`src/hw/rtl/slot_occupancy_map_core_macros.svh`:
```
// Assertion macros shared by the slot occupancy map RTL.
`ifndef SLOT_OCCUPANCY_MAP_CORE_MACROS_SVH
`define SLOT_OCCUPANCY_MAP_CORE_MACROS_SVH

// Check that an expression holds at every clock edge out of reset.
`define SOC_CHECK(label, expr) \
    label: assert property (@(posedge i_clk) disable iff (!i_rst_n) (expr)) \
        else $error("slot occupancy map check failed");

// Check that a condition implies another in the same cycle.
`define SOC_IMPLY(label, ante, cons) \
    label: assert property (@(posedge i_clk) disable iff (!i_rst_n) (ante) |-> (cons)) \
        else $error("slot occupancy map implication failed");

`endif

```
`src/hw/rtl/som_pkg.sv`:
```
// Shared types, field widths and codes of the slot occupancy map.
package som_pkg;

    localparam int MODE_W = 3;
    localparam int SLOT_W = 7;
    localparam int STAT_W = 2;
    localparam int RES_W  = 6;
    localparam int CNT_W  = 7;
    localparam int SLOTS_DEFAULT = 16;

    localparam logic [MODE_W-1:0] MODE_CLEAR = 3'd0;
    localparam logic [MODE_W-1:0] MODE_FIRST = 3'd1;
    localparam logic [MODE_W-1:0] MODE_STORE = 3'd2;
    localparam logic [MODE_W-1:0] MODE_DEL   = 3'd3;
    localparam logic [MODE_W-1:0] MODE_NEXT  = 3'd4;
    localparam logic [MODE_W-1:0] MODE_PREV  = 3'd5;

    localparam logic [STAT_W-1:0] ST_OK    = 2'd0;
    localparam logic [STAT_W-1:0] ST_RANGE = 2'd1;
    localparam logic [STAT_W-1:0] ST_FULL  = 2'd2;
    localparam logic [STAT_W-1:0] ST_NONE  = 2'd3;

    typedef struct packed {
        logic clr_all;
        logic set;
        logic clr;
        logic load;
        logic shift;
        logic fwd;
        logic want_free;
    } t_cell_ctl;

endpackage

```
`src/hw/rtl/som_cell.sv`:
```
// One slot cell: occupied mark and a search token passed to its neighbors.
module som_cell (
    input  logic              i_clk,
    input  logic              i_rst_n,
    input  som_pkg::t_cell_ctl i_ctl,
    input  logic              i_sel,
    input  logic              i_tok_prev,
    input  logic              i_tok_next,
    output logic              o_tok,
    output logic              o_occ,
    output logic              o_hit
);

    logic r_occ;
    logic r_tok;

    always_ff @(posedge i_clk) begin
        if (!i_rst_n) begin
            r_occ <= 1'b0;
        end else if (i_ctl.clr_all) begin
            r_occ <= 1'b0;
        end else if (i_sel && i_ctl.set) begin
            r_occ <= 1'b1;
        end else if (i_sel && i_ctl.clr) begin
            r_occ <= 1'b0;
        end
    end

    always_ff @(posedge i_clk) begin
        if (!i_rst_n) begin
            r_tok <= 1'b0;
        end else if (i_ctl.load) begin
            r_tok <= i_sel;
        end else if (i_ctl.shift) begin
            r_tok <= i_ctl.fwd ? i_tok_prev : i_tok_next;
        end
    end

    assign o_tok = r_tok;
    assign o_occ = r_occ;
    assign o_hit = r_tok && (i_ctl.want_free ? !r_occ : r_occ);

endmodule

```
`src/hw/rtl/slot_occupancy_map_core.sv`:
```
// Slot occupancy map top level: command sequencer driving a ring of slot cells.
//
//  channel   | dir | handshake                     | payload
//  s_axis    | in  | s_axis_tvalid / s_axis_tready | tuser mode, tdata slot, from_start
//  m_axis    | out | m_axis_tvalid / m_axis_tready | tuser status, tdata slot, count
//
// Clear, store at slot, delete and unused modes go from S_START straight to S_FIN and then to the output register.
// Store at first free and next/previous search pass a token one cell per cycle
// around the ring in S_SCAN, until a cell hits or the token has visited every cell.
// A new command is taken while a finished result still waits in the output register.
// Synchronous active-low reset frees every slot and empties the output register.
`include "slot_occupancy_map_core_macros.svh"

module slot_occupancy_map_core #(
    parameter int SLOTS = som_pkg::SLOTS_DEFAULT
) (
    input  logic        i_clk,
    input  logic        i_rst_n,
    input  logic        s_axis_tvalid,
    output logic        s_axis_tready,
    input  logic [7:0]  s_axis_tdata,   // [6:0] slot, [7] from_start
    input  logic [2:0]  s_axis_tuser,   // [2:0] mode
    output logic        m_axis_tvalid,
    input  logic        m_axis_tready,
    output logic [15:0] m_axis_tdata,   // [5:0] result_slot, [12:6] occupied_count
    output logic [1:0]  m_axis_tuser    // [1:0] status
);

    localparam int IW = (SLOTS > 1) ? $clog2(SLOTS) : 1;
    localparam logic [IW-1:0] LAST = IW'(SLOTS - 1);

    localparam logic [1:0] S_IDLE  = 2'd0;
    localparam logic [1:0] S_START = 2'd1;
    localparam logic [1:0] S_SCAN  = 2'd2;
    localparam logic [1:0] S_FIN   = 2'd3;

    logic [1:0]                r_state;
    logic [1:0]                n_state;
    logic [som_pkg::MODE_W-1:0] r_mode;
    logic [som_pkg::SLOT_W-1:0] r_slot;
    logic                      r_fs;
    logic [IW-1:0]             r_pos;
    logic [IW-1:0]             n_pos;
    logic [IW-1:0]             r_k;
    logic [IW-1:0]             n_k;
    logic [som_pkg::CNT_W-1:0]  r_count;
    logic [som_pkg::CNT_W-1:0]  n_count;
    logic [som_pkg::STAT_W-1:0] r_status;
    logic [som_pkg::STAT_W-1:0] n_status;
    logic [IW-1:0]             r_res;
    logic [IW-1:0]             n_res;
    logic                      r_ovalid;
    logic [som_pkg::STAT_W-1:0] r_ostatus;
    logic [som_pkg::RES_W-1:0]  r_oslot;
    logic [som_pkg::CNT_W-1:0]  r_ocount;

    som_pkg::t_cell_ctl        w_ctl;
    logic [IW-1:0]             w_sel_idx;
    logic [IW-1:0]             w_slot_idx;
    logic [IW-1:0]             w_start;
    logic                      w_in_range;
    logic                      w_is_search;
    logic                      w_hit;
    logic                      w_load_out;
    logic [SLOTS-1:0]          w_tok;
    logic [SLOTS-1:0]          w_occ;
    logic [SLOTS-1:0]          w_hits;

    assign s_axis_tready = (r_state == S_IDLE);

    assign w_in_range = (r_slot < som_pkg::SLOT_W'(SLOTS));
    assign w_slot_idx = r_slot[IW-1:0];
    assign w_hit      = |w_hits;
    assign w_load_out = (r_state == S_FIN) && (!r_ovalid || m_axis_tready);

    always_comb begin
        w_start = '0;
        if (!r_fs && r_mode == som_pkg::MODE_NEXT) begin
            w_start = (w_slot_idx == LAST) ? '0 : w_slot_idx + IW'(1);
        end else if (!r_fs && r_mode == som_pkg::MODE_PREV) begin
            w_start = (w_slot_idx == '0) ? LAST : w_slot_idx - IW'(1);
        end
    end

    assign w_is_search = (r_mode == som_pkg::MODE_FIRST)
        || ((r_mode == som_pkg::MODE_NEXT || r_mode == som_pkg::MODE_PREV)
            && (r_fs || w_in_range));

    always_comb begin
        n_state  = r_state;
        n_pos    = r_pos;
        n_k      = r_k;
        n_count  = r_count;
        n_status = r_status;
        n_res    = r_res;
        w_ctl    = '0;
        w_ctl.fwd       = (r_mode != som_pkg::MODE_PREV);
        w_ctl.want_free = (r_mode == som_pkg::MODE_FIRST);
        w_sel_idx = r_pos;
        case (r_state)
            S_IDLE: begin
                if (s_axis_tvalid) begin
                    n_state = S_START;
                end
            end
            S_START: begin
                n_status = som_pkg::ST_OK;
                n_res    = '0;
                n_state  = S_FIN;
                if (w_is_search) begin
                    w_sel_idx  = w_start;
                    w_ctl.load = 1'b1;
                    n_pos      = w_start;
                    n_k        = '0;
                    n_state    = S_SCAN;
                end else begin
                    w_sel_idx = w_slot_idx;
                    case (r_mode)
                        som_pkg::MODE_CLEAR: begin
                            w_ctl.clr_all = 1'b1;
                            n_count       = '0;
                        end
                        som_pkg::MODE_STORE: begin
                            if (w_in_range) begin
                                w_ctl.set = 1'b1;
                                n_res     = w_slot_idx;
                                n_count   = r_count
                                    + som_pkg::CNT_W'(!w_occ[w_slot_idx]);
                            end else begin
                                n_status = som_pkg::ST_RANGE;
                            end
                        end
                        som_pkg::MODE_DEL: begin
                            if (w_in_range) begin
                                w_ctl.clr = 1'b1;
                                n_count   = r_count
                                    - som_pkg::CNT_W'(w_occ[w_slot_idx]);
                            end else begin
                                n_status = som_pkg::ST_RANGE;
                            end
                        end
                        som_pkg::MODE_NEXT, som_pkg::MODE_PREV: begin
                            n_status = som_pkg::ST_RANGE;
                        end
                        default: begin
                        end
                    endcase
                end
            end
            S_SCAN: begin
                if (w_hit) begin
                    n_res   = r_pos;
                    n_state = S_FIN;
                    if (r_mode == som_pkg::MODE_FIRST) begin
                        w_ctl.set = 1'b1;
                        n_count   = r_count + som_pkg::CNT_W'(1);
                    end
                end else if (r_k == LAST) begin
                    n_status = (r_mode == som_pkg::MODE_FIRST)
                        ? som_pkg::ST_FULL : som_pkg::ST_NONE;
                    n_state  = S_FIN;
                end else begin
                    w_ctl.shift = 1'b1;
                    n_k         = r_k + IW'(1);
                    if (w_ctl.fwd) begin
                        n_pos = (r_pos == LAST) ? '0 : r_pos + IW'(1);
                    end else begin
                        n_pos = (r_pos == '0) ? LAST : r_pos - IW'(1);
                    end
                end
            end
            S_FIN: begin
                if (w_load_out) begin
                    n_state = S_IDLE;
                end
            end
            default: begin
                n_state = S_IDLE;
            end
        endcase
    end

    for (genvar i = 0; i < SLOTS; i++) begin : g_cell
        som_cell u_cell (
            .i_clk      (i_clk),
            .i_rst_n    (i_rst_n),
            .i_ctl      (w_ctl),
            .i_sel      (w_sel_idx == IW'(i)),
            .i_tok_prev (w_tok[(i + SLOTS - 1) % SLOTS]),
            .i_tok_next (w_tok[(i + 1) % SLOTS]),
            .o_tok      (w_tok[i]),
            .o_occ      (w_occ[i]),
            .o_hit      (w_hits[i])
        );
    end

    always_ff @(posedge i_clk) begin
        if (!i_rst_n) begin
            r_state  <= S_IDLE;
            r_count  <= '0;
            r_ovalid <= 1'b0;
        end else begin
            r_state <= n_state;
            r_count <= n_count;
            if (w_load_out) begin
                r_ovalid <= 1'b1;
            end else if (m_axis_tready) begin
                r_ovalid <= 1'b0;
            end
        end
    end

    always_ff @(posedge i_clk) begin
        if (s_axis_tvalid && s_axis_tready) begin
            r_mode <= s_axis_tuser;
            r_slot <= s_axis_tdata[6:0];
            r_fs   <= s_axis_tdata[7];
        end
        r_pos    <= n_pos;
        r_k      <= n_k;
        r_status <= n_status;
        r_res    <= n_res;
        if (w_load_out) begin
            r_ostatus <= r_status;
            r_oslot   <= som_pkg::RES_W'(r_res);
            r_ocount  <= r_count;
        end
    end

    assign m_axis_tvalid = r_ovalid;
    assign m_axis_tuser  = r_ostatus;
    assign m_axis_tdata  = {3'b000, r_ocount, r_oslot};

    `SOC_CHECK(a_tok_single, $onehot0(w_tok))
    `SOC_IMPLY(a_tok_in_scan, r_state == S_SCAN, $onehot(w_tok))
    `SOC_CHECK(a_count_match, r_count == som_pkg::CNT_W'($countones(w_occ)))
    `SOC_IMPLY(a_ready_idle, s_axis_tready, !w_ctl.shift && !w_ctl.set && !w_ctl.clr)

endmodule
```
`config.mk`:
```
export PLATFORM = sky130hd
export DESIGN_NAME = slot_occupancy_map_core
export DESIGN_NICKNAME = d
export VERILOG_FILES = /design/src/hw/rtl/som_pkg.sv /design/src/hw/rtl/som_cell.sv /design/src/hw/rtl/slot_occupancy_map_core.sv
export VERILOG_INCLUDE_DIRS = /design/src /design/src/hw/rtl
export SDC_FILE = /design/constraint.sdc
export NUM_CORES = 1
export LEC_CHECK = 0
export ABC_AREA = 1
export BUFFER_PORTS_ARGS = -buffer_cell sky130_fd_sc_hd__buf_4
export CAP_MARGIN = 20
export CORE_AREA = 2 2 131 146
export DETAILED_ROUTE_END_ITERATION = 10
export DIE_AREA = 0 0 133 148
export GPL_TIMING_DRIVEN = 0
export HOLD_SLACK_MARGIN = 0.08
export MAX_ROUTING_LAYER = met4
export PLACE_DENSITY = 0.48
export RECOVER_POWER = 100
export REMOVE_ABC_BUFFERS = 1
export SLEW_MARGIN = 0
export SYNTH_ARGS = -nofsm -noshare
export SYNTH_HDL_FRONTEND = slang
export SYNTH_SLANG_ARGS = --single-unit
```
`constraint.sdc`:
```
create_clock -name i_clk -period 3.4 [get_ports i_clk]
set_input_delay 0.51 -clock i_clk [delete_from_list [all_inputs] [get_ports i_clk]]
set_output_delay 0.51 -clock i_clk [all_outputs]
set_load 0.05 [all_outputs]
```
After elaboration in Yosys (flattened, before gate mapping)
Index checks and enable logic that the tools add are counted.

Bits in registers: 80. Input port bits: 15.

Add/subtract/negate cells: 8. $lt $le $gt $ge: 2. Eq/ne operators: 40. Mux-type cells: 156. Bitwise logic cells: 1. Reductions and logical operators: 109.

Operators with widths (count): $mux W1 (114); $mux W4 (19); $logic_and A1 B1 Y1 (53); $eq A4 B4 Y1 const B (11); $reduce_bool A2 Y1 (19); $mux W7 (5); $pmux W4 S2 (3); $pmux W7 S3 (1); $logic_not A1 Y1 (19); $eq A4 B3 Y1 const B (4); $ne A2 B2 Y1 const B (8); $reduce_or A16 Y1 (1); $mux W2 (7); $pmux W7 S2 (1); $add A4 B1 Y4 const B (3); $logic_not A4 Y1 (3); $ne A3 B3 Y1 const B (4); $eq A4 B2 Y1 const B (2); $pmux W2 S4 (1); $sub A4 B1 Y4 const B (2); $add A7 B1 Y7 (1); $add A7 B1 Y7 const B (1); $lt A7 B5 Y1 const B (1); $reduce_and A7 Y1 (1); other kinds (22) (32).

Longest topological paths before layout
Gate-level depths: netlist (run 1).

Depth in word-level cells: 10. Mapped depth: 23. Depth with buffers taken out: 23.

By module
Synthesis (run 1) repeated with hierarchy kept, for this count alone.

Cells, all modules: 774. Area, all modules: 5287.6 µm².

By module, submodules not included: slot_occupancy_map_core (instances 1, cells each 438, area an instance 3405.8 µm², seq. area each 1341.3 µm²); som_cell (instances 16, cells each 21, area an instance 117.6 µm², seq. area each 40.0 µm²).

Worst setup path after synthesis (run 1)
OpenSTA, ideal clock, no wires.

Path kind: register -> register. Start point: register r_slot[0] in the netlist's numbering. End point: register r_count[6] in the netlist's numbering. Setup time: 113 ps. Data arrival time: 2984 ps. Required time: 3287 ps. Slack: 302 ps. Stages on the path, launching flop included: 23. Clock period less this slack: 3098 ps. Cell sequence: edfxtp_1 -> buf_2 -> clkbuf_1 -> a21oi_1 -> o21ai_0 -> a21oi_1 -> o32ai_1 -> inv_1 -> ha_1 -> inv_1 -> ha_1 -> inv_1 -> fa_1 -> nand3_1 -> nand2_1 -> nand2_1 -> nand2_1 -> a21oi_1 -> nor2_1 -> o21ai_0 -> nand2_1 -> nor2_1 -> nor2_1.

Word-level cells in the longest chain between the ends: 8.

Ends and longest elaborated chain: start, declared (line slot_occupancy_map_core.sv:40) `logic [som_pkg::SLOT_W-1:0] r_slot;`; start signal, assigned (line slot_occupancy_map_core.sv:216) `r_slot <= s_axis_tdata[6:0];`; $bmux W1 S4 (line slot_occupancy_map_core.sv:128, slot_occupancy_map_core.sv:137); $mux W1 (not written as such) (line slot_occupancy_map_core.sv:128, slot_occupancy_map_core.sv:137); $logic_not A1 Y1 (line slot_occupancy_map_core.sv:128) `+ som_pkg::CNT_W'(!w_occ[w_slot_idx]);`; $add A7 B1 Y7 (line slot_occupancy_map_core.sv:128); $mux W7 (line slot_occupancy_map_core.sv:124) `if (w_in_range) begin`; $pmux W7 S3 (line slot_occupancy_map_core.sv:118) `case (r_mode)`; $mux W7 (line slot_occupancy_map_core.sv:110) `if (w_is_search) begin`; $pmux W7 S2 (line slot_occupancy_map_core.sv:100) `case (r_state)`; end signal, assigned (line slot_occupancy_map_core.sv:204) `r_count <= n_count;`; end, declared (line slot_occupancy_map_core.sv:46) `logic [som_pkg::CNT_W-1:0] r_count;`.

Parallel ways exist; a longest one is shown, timed or not. The select of a mux whose other input is x is not followed. A chain may end at the register's enable or synchronous reset.

Final worst setup path (run 1)
Ends and elaborated chain as after synthesis.

==> results of run 1 <==
## layer usage
metal	GRT usage [%]	wire length, um	vias up
met3	3.19	766	11
met4	4.52	163	0
met2	26.9	7420	117
li1	-	-	2543
met1	21.8	7280	2292
met5	-	0	-
## worst max-delay path, cell delays in order, from the launching register on
cell	delay (ns)
edfxtp_1	0.40
buf_6	0.16
nor2_1	0.10
a21oi_1	0.04
o21ai_1	0.11
a21oi_1	0.05
or2_2	0.30
o32ai_4	0.12
inv_1	0.12
ha_4	0.22
inv_2	0.06
ha_4	0.13
inv_2	0.04
fa_2	0.36
nand3_1	0.09
nand2_1	0.07
nand2_1	0.07
nand2_1	0.06
a21oi_2	0.14
nor2_1	0.05
o21ai_1	0.13
nand2_1	0.06
nor2_1	0.10
nor2_1	0.05
## worst max-delay path by stage
stage          startpoint          to  slack [ns]  cells after the start
2_1_floorplan   r_slot[0]  r_count[6]        0.25                     22
3_3_place_gp   r_state[0]      r_k[2]       -0.63                      6
3_5_place_dp   r_state[0]      r_k[2]       -0.57                      6
4_1_cts         r_slot[0]  r_count[6]       0.002                     23
5_1_grt         r_slot[0]  r_count[6]       -0.01                     23
6_report        r_slot[0]  r_count[6]        0.23                     23
## flip-flops by register name, indices dropped and copies added (netlist names)
name                 flops
m_axis_tuser             2
r_state                  2
m_axis_tvalid            1
r_oslot                  4
r_status                 2
r_res                    4
r_k                      4
r_pos                    4
r_mode                   3
r_count                  7
g_cell.u_cell.o_tok     16
g_cell.u_cell.o_occ     16
r_fs                     1
r_slot                   7
r_ocount                 7
## repair_timing
item | in CTS | in global routing
hold endpoints to repair | 0 | 0
pin swaps | 1 | 5
resized for setup | 1 | 20
gates cloned | 1 | 0
endpoints found under the setup margin | 10 | 20
buffers inserted | 7 | 1
## per-stage QoR
| stage | worst slack [ns] | TNS, ns | cells |
|---|---|---|---|
| 4_1_cts | 0.00245 | 0 | 1021 |
| 5_1_grt | -0.0124 | -0.0124 | 1023 |
| 3_5_place_dp | -0.568 | -4.75 | 997 |
| 6_report | 0.234 | 0 | 1023 |
| 3_3_place_gp | -0.626 | -5.25 | 995 |
| 2_1_floorplan | 0.251 | 0 | 723 |
## placed cells by master (no fill, tap or decap), types with 10 or more instances in the layout
cell and n:
nand4_1 19, a21oi_1 40, ha_1 19, nor2_2 13
nor2_1 60, edfxtp_1 38, clkbuf_4 11, clkbuf_16 10
clkbuf_1 16, buf_4 10, dfxtp_1 42, nand3_1 114
nand2_1 179, inv_1 79, o21ai_0 33
## power by group through the flow
stage | Clock, uW | Sequential [uW] | Combinational [uW]
4_1_cts | 1040 | 1480 | 2310
2_1_floorplan | 0 | 1510 | 1550
5_1_grt | 1080 | 1520 | 2640
3_3_place_gp | 0 | 1530 | 2250
3_5_place_dp | 0 | 1520 | 2240
6_report | 1020 | 1480 | 2370
## final cells by class
type / count / area (sq um)
Tap cell: 243 / 304
Timing Repair Buffer: 40 / 251
Clock inverter: 5 / 42.5
Clock buffer: 11 / 264
Fill cell: 1984 / 12000
Multi-Input combinational cell: 552 / 2930
Sequential cell: 80 / 1980
Inverter: 92 / 360
## cell families after synthesis
logic type	after synthesis	synth area share, %
other	1	0.0695
XOR/XNOR	8	1.30
AND/OR/NAND/NOR	410	35.5
adder cells (fa/ha/maj)	22	5.24
flip-flops	80	36.8
AO/OA/AOI/OAI	106	10.8
buffers and inverters	128	10.4
==> flow_summary.toml, run 1 <==
[clock_network]
cts-root-buf = "clkbuf_16"
clk_pin_slew_ns = 0.07
clock-sinks = 80
numCtsBuffers = 9
hold_buffers = 0
clk_path_buf_depth = 2
insertion_delay_ns = 0.36
cts_tree = "built"
cts_htree_levels = 3

[synth]
synthFlopType = "dfxtp_1"
syn_area_sq_um = 5390
post_synth_num_cell_types = 47
ys_ff_latch = 80
synth_edf_count = 38
async_flop_share_pct = 0
yosysMostFrequentCell = "nand2_1"
synth_common_cells = "nand2_1 (178), nand3_1 (114), inv_1 (81)"
ys_warn_count = 0
synth_area_leaders = "edfxtp_1 (21%), dfxtp_1 (16%), nand2_1 (12%), nand3_1 (11%), inv_1 (5.6%)"
yosysSeqAreaShare_pct = 36.8
synth_area_leader_cell = "edfxtp_1"
synthCells = 755
synth_top_cell_area_share_pct = 21.2
avgSynthCellArea_sq_um = 7.14

[hold_path]
min_from = "s_axis_tdata[1]"
hold_path_class = "input pin to register"
worstHoldEndpoint = "r_slot[1]"
min_path_cells = 1

[final_layout]
drive_above_1_share_pct = 12.2
diodes = 0
final_cell_area_sq_um = 6140
post-route-util_pct = 33.8
nets = 812
area_delta_synth_final_pct = 13.8

[global_routing]
grt_max_degree = 32
grt_overflow_total = 0
grt_antenna_before_repair = 0
grt.total_usage_pct = 16.8
grt_pass1_vias = 4627
grt_pass1_wl_um = 25200

[route]
drt_iter0_markers = 359
routedWlPerCell_um = 15.3
ant_nets = 0
drc = 0
via_per_inst = 4.85
firstDrtPassIters = 5
vias = 4963
drt_wl_total_um = 15600

[die]
die_width_um = 133
ios = 35
fp.dieH_um = 148
start_util_pct = 29.7
core_area_sq_um = 18200
fp-row-count = 52
die_area_sq_um = 19700

[setup_path]
reg2reg_setup_slack_ns = 0.23
r2r_cells = 23
cp.arrival_ns = 3.41
cp_max_fo = 6
required_ns = 3.65
start_kind = "register"
reg2reg_to = "r_count[6]"
crit_path_end_kind = "register"
critPathKind = "register to register"
r2r-start = "r_slot[0]"

[timing]
hold_slack_ns = 0.345
fin_crit_sh_pct = 93.1
finalMaxSlewViolations = 0
max_freq_mhz = 316
hold_viol_final = 0
max_slew.worst_pin.slew_ns = 0.791
fin_skew_ns = 0.0120
setup_violations = 0
slew_headroom_pct = 47.0
fin_crit_ns = 3.17

[outcome]
status = "completed"

[placed_design]
gp_congestion = 0.856
dp_hpwl_um = 11000
place_area_sq_um = 5740
portBuffers = 29

[power]
cellPowerDensity_nw_per_um2 = 793
ir_drop_mv = 0.307
p_switching_uw = 2360
clock_power_share_pct = 21.0
total_power_uw = 4870
cellLeakagePower_uw = 0.00255
p_comb_share_pct = 48.6
switching_share_pct = 48.5
internal-power_uw = 2510
power_frac_seq_pct = 30.4

[flow_run]
cap_violations = 0
(Power assumes the default switching activity.)
==> inputs of run 2 (changes only) <==
--- a/config.mk
+++ b/config.mk
@@ -7,15 +7,16 @@
 export NUM_CORES = 1
 export LEC_CHECK = 0
 export ABC_AREA = 1
-export BUFFER_PORTS_ARGS = -buffer_cell sky130_fd_sc_hd__buf_4
 export CAP_MARGIN = 20
 export CORE_AREA = 2 2 131 146
+export CTS_CLUSTER_DIAMETER = 50
 export DETAILED_ROUTE_END_ITERATION = 10
 export DIE_AREA = 0 0 133 148
+export DONT_BUFFER_PORTS = 1
 export GPL_TIMING_DRIVEN = 0
 export HOLD_SLACK_MARGIN = 0.08
 export MAX_ROUTING_LAYER = met4
-export PLACE_DENSITY = 0.48
+export PLACE_DENSITY = 0.46
 export RECOVER_POWER = 100
 export REMOVE_ABC_BUFFERS = 1
 export SLEW_MARGIN = 0
==> run 2 against run 1 <==
Critical path depth decreased by 2. First-iteration DRC count grew 12%. Setup slack got worse by 0.041 ns. Critical endpoint unchanged. Wire length decreased by 0.96%. Critical path type unchanged.
==> flow_summary.toml, run 2 (same netlist as run 1, synthesis figures left out) <==
[outcome]
status = "completed"

[clock_network]
clk_path_buf_depth = 2
hold_buffers = 0
insertion_delay_ns = 0.35
numCtsBuffers = 9
cts_tree = "built"
cts_htree_levels = 3
clock-sinks = 80
cts-root-buf = "clkbuf_16"
clk_pin_slew_ns = 0.06

[setup_path]
required_ns = 3.64
critPathKind = "register to register"
cp.arrival_ns = 3.45
start_kind = "register"
crit_path_end_kind = "register"
cp_max_fo = 7

[timing]
finalMaxSlewViolations = 0
hold_slack_ns = 0.257
fin_crit_sh_pct = 94.3
fin_crit_ns = 3.21
setup_violations = 0
max_freq_mhz = 312
rsz0062_at_grt = "yes"
hold_viol_final = 0
slew_headroom_pct = 28.6
fin_skew_ns = 0.00932
max_slew.worst_pin.slew_ns = 1.07
tns_ns = 0

[final_layout]
nets = 781
layout_commonest_cell = "nand2_1"
post-route-util_pct = 32.7
final_cell_mix = "nand2_1 (179), nand3_1 (114), inv_1 (79)"
multiInputGateArea_sq_um = 2920
drive_above_1_share_pct = 10.5
final_cells = 992
fillers = 1943
regArea_sq_um = 1980
diodes = 0
area_delta_synth_final_pct = 9.98

[power]
ir_drop_mv = 0.412
cellLeakagePower_uw = 0.00245
cellPowerDensity_nw_per_um2 = 804

[global_routing]
grt_max_degree = 32
grt_antenna_before_repair = 0
grt_pass1_vias = 4731
grt_pass1_wl_um = 25200
grt_overflow_total = 0
grt.total_usage_pct = 16.8

[route]
drt_wl_total_um = 15500
ant_nets = 0
drc = 0
drt_iter0_markers = 402
routedWlPerCell_um = 15.6
via_per_inst = 5.05
vias = 5009
firstDrtPassIters = 8

[flow_run]
cap_violations = 0

[die]
ios = 35
die_width_um = 133
die_area_sq_um = 19700
start_util_pct = 29.7
fp-row-count = 52
core_area_sq_um = 18200
fp.dieH_um = 148

[placed_design]
gp_congestion = 0.897
dp_hpwl_um = 11000
portBuffers = 0
placed_cells = 967

[hold_path]
hold_path_class = "input pin to register"
## run 2: changes by cell type in the layout (fill, tap and decap cells not counted), moves of 3 or more
cell / delta
clkbuf_1: -12
clkbuf_4: -11
buf_4: -5
nor2_2: +4
clkinv_2: +3
inv_6: -3
nor2_1: -3
o21ai_0: -3
o21ai_1: +3
## run 2: worst paths after layout
| kind | start | end | slack (ns) | cells after the start |
|---|---|---|---|---|
| hold reg to reg | r_status[1] | m_axis_tuser[1] | 0.43 | 0 |
| hold / removal | s_axis_tdata[7] | r_fs | 0.26 | 0 |
| setup reg to reg | r_slot[0] | r_count[6] | 0.19 | 21 |
| setup / recovery | r_slot[0] | r_count[6] | 0.19 | 21 |
## run 2: area by class of cell
cell class | instances | area share [%]
tap | 243 | 5.13
sequential | 80 | 33.4
multi-input combinational | 552 | 49.3
timing repair buffer | 9 | 1.29
clock inverter | 5 | 0.949
clock buffer | 11 | 3.92
inverter | 92 | 5.99
## run 2: per-layer routing
metal	up-vias	share of wire, %	GRT usage (%)
met5	-	0	-
met4	0	2.0	5.70
met3	25	4.7	2.78
met2	156	48	28.1
met1	2344	45	20.7
li1	2484	-	-
## run 2: per-stage QoR
step / setup slack [ns] / total power [uW] / instance area (sq um)
after floorplan: 0.251 / 3070 / 5200
after global placement: -0.613 / 3660 / 5510
after CTS: 0.0224 / 4740 / 5880
after detailed placement: -0.652 / 3690 / 5510
after global routing: -0.0799 / 5150 / 5930
final: 0.193 / 4770 / 5930
## run 2: where the power goes
part | switching, uW | internal [uW]
Combinational | 1630 | 623
Clock | 407 | 570
Sequential | 255 | 1290
Total | 2290 | 2480
## run 2: critical path, cell delays in order (launching register included)
cell and delay [ns]:
edfxtp_1 0.40, buf_6 0.16, buf_12 0.12, o21ai_0 0.18
a21oi_2 0.10, o32ai_4 0.31, inv_2 0.08, ha_4 0.22
inv_1 0.05, ha_2 0.17, inv_2 0.05, fa_2 0.39
nand3_1 0.09, nand2_1 0.07, nand2_1 0.10, nand2_1 0.08
a21oi_2 0.14, nor2_1 0.05, o21ai_1 0.12, nand2_1 0.06
nor2_1 0.10, nor2_1 0.05
## run 2: what timing repair did
item                       4_1_cts  5_1_grt
setup endpoints to repair       10        4
buffers inserted                 6        1
gates cloned                     1        0
resized for setup                2       17
pin swaps                        1        6
==> inputs of run 3 (changes only) <==
--- a/config.mk
+++ b/config.mk
@@ -8,6 +8,8 @@
 export LEC_CHECK = 0
 export ABC_AREA = 1
 export CAP_MARGIN = 20
+export CELL_PAD_IN_SITES_DETAIL_PLACEMENT = 1
+export CELL_PAD_IN_SITES_GLOBAL_PLACEMENT = 1
 export CORE_AREA = 2 2 131 146
 export CTS_CLUSTER_DIAMETER = 50
 export DETAILED_ROUTE_END_ITERATION = 10
@@ -16,7 +18,7 @@
 export GPL_TIMING_DRIVEN = 0
 export HOLD_SLACK_MARGIN = 0.08
 export MAX_ROUTING_LAYER = met4
-export PLACE_DENSITY = 0.46
+export PLACE_DENSITY = 0.58
 export RECOVER_POWER = 100
 export REMOVE_ABC_BUFFERS = 1
 export SLEW_MARGIN = 0
==> run 3 against run 2 <==
Non-clock buffer count up 1. Register-to-register slack about the same. Setup slack worse by 0.00087 ns. Clock skew up 0.0016 ns. Cell count unchanged. Clock-buffer cell count unchanged. First-iteration DRC count down 37%. Total power up 1.1%. Largest power group unchanged. Highest routed layer unchanged. Clock power about the same.
==> flow_summary.toml, run 3 (same netlist as run 1, synthesis figures left out) <==
[global_routing]
grt_pass1_wl_um = 28200
grt.total_usage_pct = 19.0
grt_pass1_vias = 5207
grt_max_degree = 32
grt_antenna_before_repair = 0
grt_overflow_total = 0

[placed_design]
placed_cells = 969
place_area_sq_um = 5540
gp_congestion = 0.838
dp_hpwl_um = 12700
portBuffers = 0

[route]
vias = 5027
drc = 0
drt_wl_total_um = 17500
ant_nets = 0
drt_iter0_markers = 254
firstDrtPassIters = 4
routedWlPerCell_um = 17.6
via_per_inst = 5.07

[timing]
hold_slack_ns = 0.250
fin_crit_ns = 3.21
fin_skew_ns = 0.0109
hold_viol_final = 0
fin_crit_sh_pct = 94.4
max_freq_mhz = 312
max_slew.worst_pin.slew_ns = 0.844
setup_violations = 0
tns_ns = 0
finalMaxSlewViolations = 0
rsz0062_at_grt = "yes"
slew_headroom_pct = 43.4

[outcome]
status = "completed"

[hold_path]
min_path_cells = 0
min_from = "s_axis_tdata[7]"
hold_path_class = "input pin to register"
worstHoldEndpoint = "r_fs"

[setup_path]
cp_max_fo = 8
r2r_cells = 23
reg2reg_setup_slack_ns = 0.19
crit_path_end_kind = "register"
required_ns = 3.64
start_kind = "register"
critPathKind = "register to register"
r2r-start = "r_slot[0]"
reg2reg_to = "r_count[6]"
critPathLaunch = "r_slot[0]"
cp.arrival_ns = 3.45

[clock_network]
insertion_delay_ns = 0.35
cts_tree = "built"
clk_path_buf_depth = 2
clock-sinks = 80
cts_htree_levels = 3
cts-root-buf = "clkbuf_16"
numCtsBuffers = 9
clk_pin_slew_ns = 0.07

[die]
fp.dieH_um = 148
start_util_pct = 29.7
ios = 35
die_width_um = 133
die_area_sq_um = 19700
core_area_sq_um = 18200
fp-row-count = 52

[final_layout]
final_cells = 992
fillers = 2222
diodes = 0
layout_commonest_cell = "nand2_1"
nets = 781
area_delta_synth_final_pct = 9.88
drive_above_1_share_pct = 10.8
final_cell_area_sq_um = 5930
final_cell_mix = "nand2_1 (178), nand3_1 (114), inv_1 (79)"

[power]
internal-power_uw = 2450
clock_power_share_pct = 20.2
cellLeakagePower_uw = 0.00246
p_switching_uw = 2380
p_comb_share_pct = 47.8
power_frac_seq_pct = 32.0
ir_drop_mv = 0.482
cellPowerDensity_nw_per_um2 = 814
switching_share_pct = 49.3
total_power_uw = 4820

[flow_run]
cap_violations = 0
-- run 3: cell count changes in the layout (fill, tap and decap cells not counted), sizes merged --
cell	delta
clkinvlp	+1
clkinv	-2
inv	+2
nand4	-1
bufinv	-1
clkbuf	+1
-- run 3: critical path, cell delays in order, from the launching register on --
cell and delay (ns):
edfxtp_1 0.41, buf_6 0.17, nor2_2 0.11, a21oi_1 0.05, o21ai_1 0.13, a21oi_1 0.05, or2_2 0.29, o32ai_4 0.14
inv_2 0.10, ha_4 0.22, inv_1 0.06, ha_1 0.15, inv_1 0.07, fa_2 0.35, nand3_1 0.10, nand2_1 0.07
nand2_1 0.08, nand2_1 0.07, a21oi_2 0.12, nor2_1 0.05, o21ai_1 0.12, nand2_1 0.06, nor2_1 0.08, nor2_1 0.05
-- run 3: routing by layer --
| metal | track usage, % | vias to the layer above | wire [um] | share of wire [%] |
|---|---|---|---|---|
| li1 | - | 2471 | - | - |
| met3 | 2.64 | 28 | 445 | 2.5 |
| met5 | - | - | 0 | 0 |
| met4 | 7.53 | 0 | 438 | 2.5 |
| met1 | 21.8 | 2456 | 7700 | 44 |
| met2 | 33.3 | 72 | 8920 | 51 |
-- run 3: what timing repair did --
action,4_1_cts,5_1_grt
buffers inserted,6,0
resized for setup,7,10
setup endpoints to repair,14,30
hold buffers,0,0
-- run 3: worst max path at each step --
stage,to,slack (ns),depth (start not counted)
after global placement,r_k[3],-0.74,6
final,r_count[6],0.19,23
after floorplan,r_count[6],0.25,22
after CTS,r_count[6],0.04,23
after global routing,r_count[6],-0.04,23
after detailed placement,r_count[6],-0.45,21
-- run 3: power by group through the flow --
stage | clock network, uW | registers, uW | logic, uW
3_3_place_gp | 0 | 1580 | 2150
3_5_place_dp | 0 | 1590 | 2210
2_1_floorplan | 0 | 1510 | 1550
6_report | 974 | 1540 | 2300
5_1_grt | 1040 | 1570 | 2560
4_1_cts | 998 | 1540 | 2290
-- run 3: cell type report --
| cell class | count | area [sq um] | share of cell area, % |
|---|---|---|---|
| multi-input combinational | 551 | 2910 | 49.1 |
| sequential | 80 | 1980 | 33.4 |
| inverter | 92 | 354 | 5.98 |
| tap | 243 | 304 | 5.13 |
| clock buffer | 11 | 254 | 4.29 |
| timing repair buffer | 10 | 82.6 | 1.39 |
| clock inverter | 5 | 37.5 | 0.633 |
-- run 3: metrics by stage --
stage	setup WS (ns)	util, %
after detailed placement	-0.451	30.5
after floorplan	0.251	-
after global routing	-0.0433	32.6
final	0.192	32.6
after CTS	0.0362	32.5
after global placement	-0.740	30.3
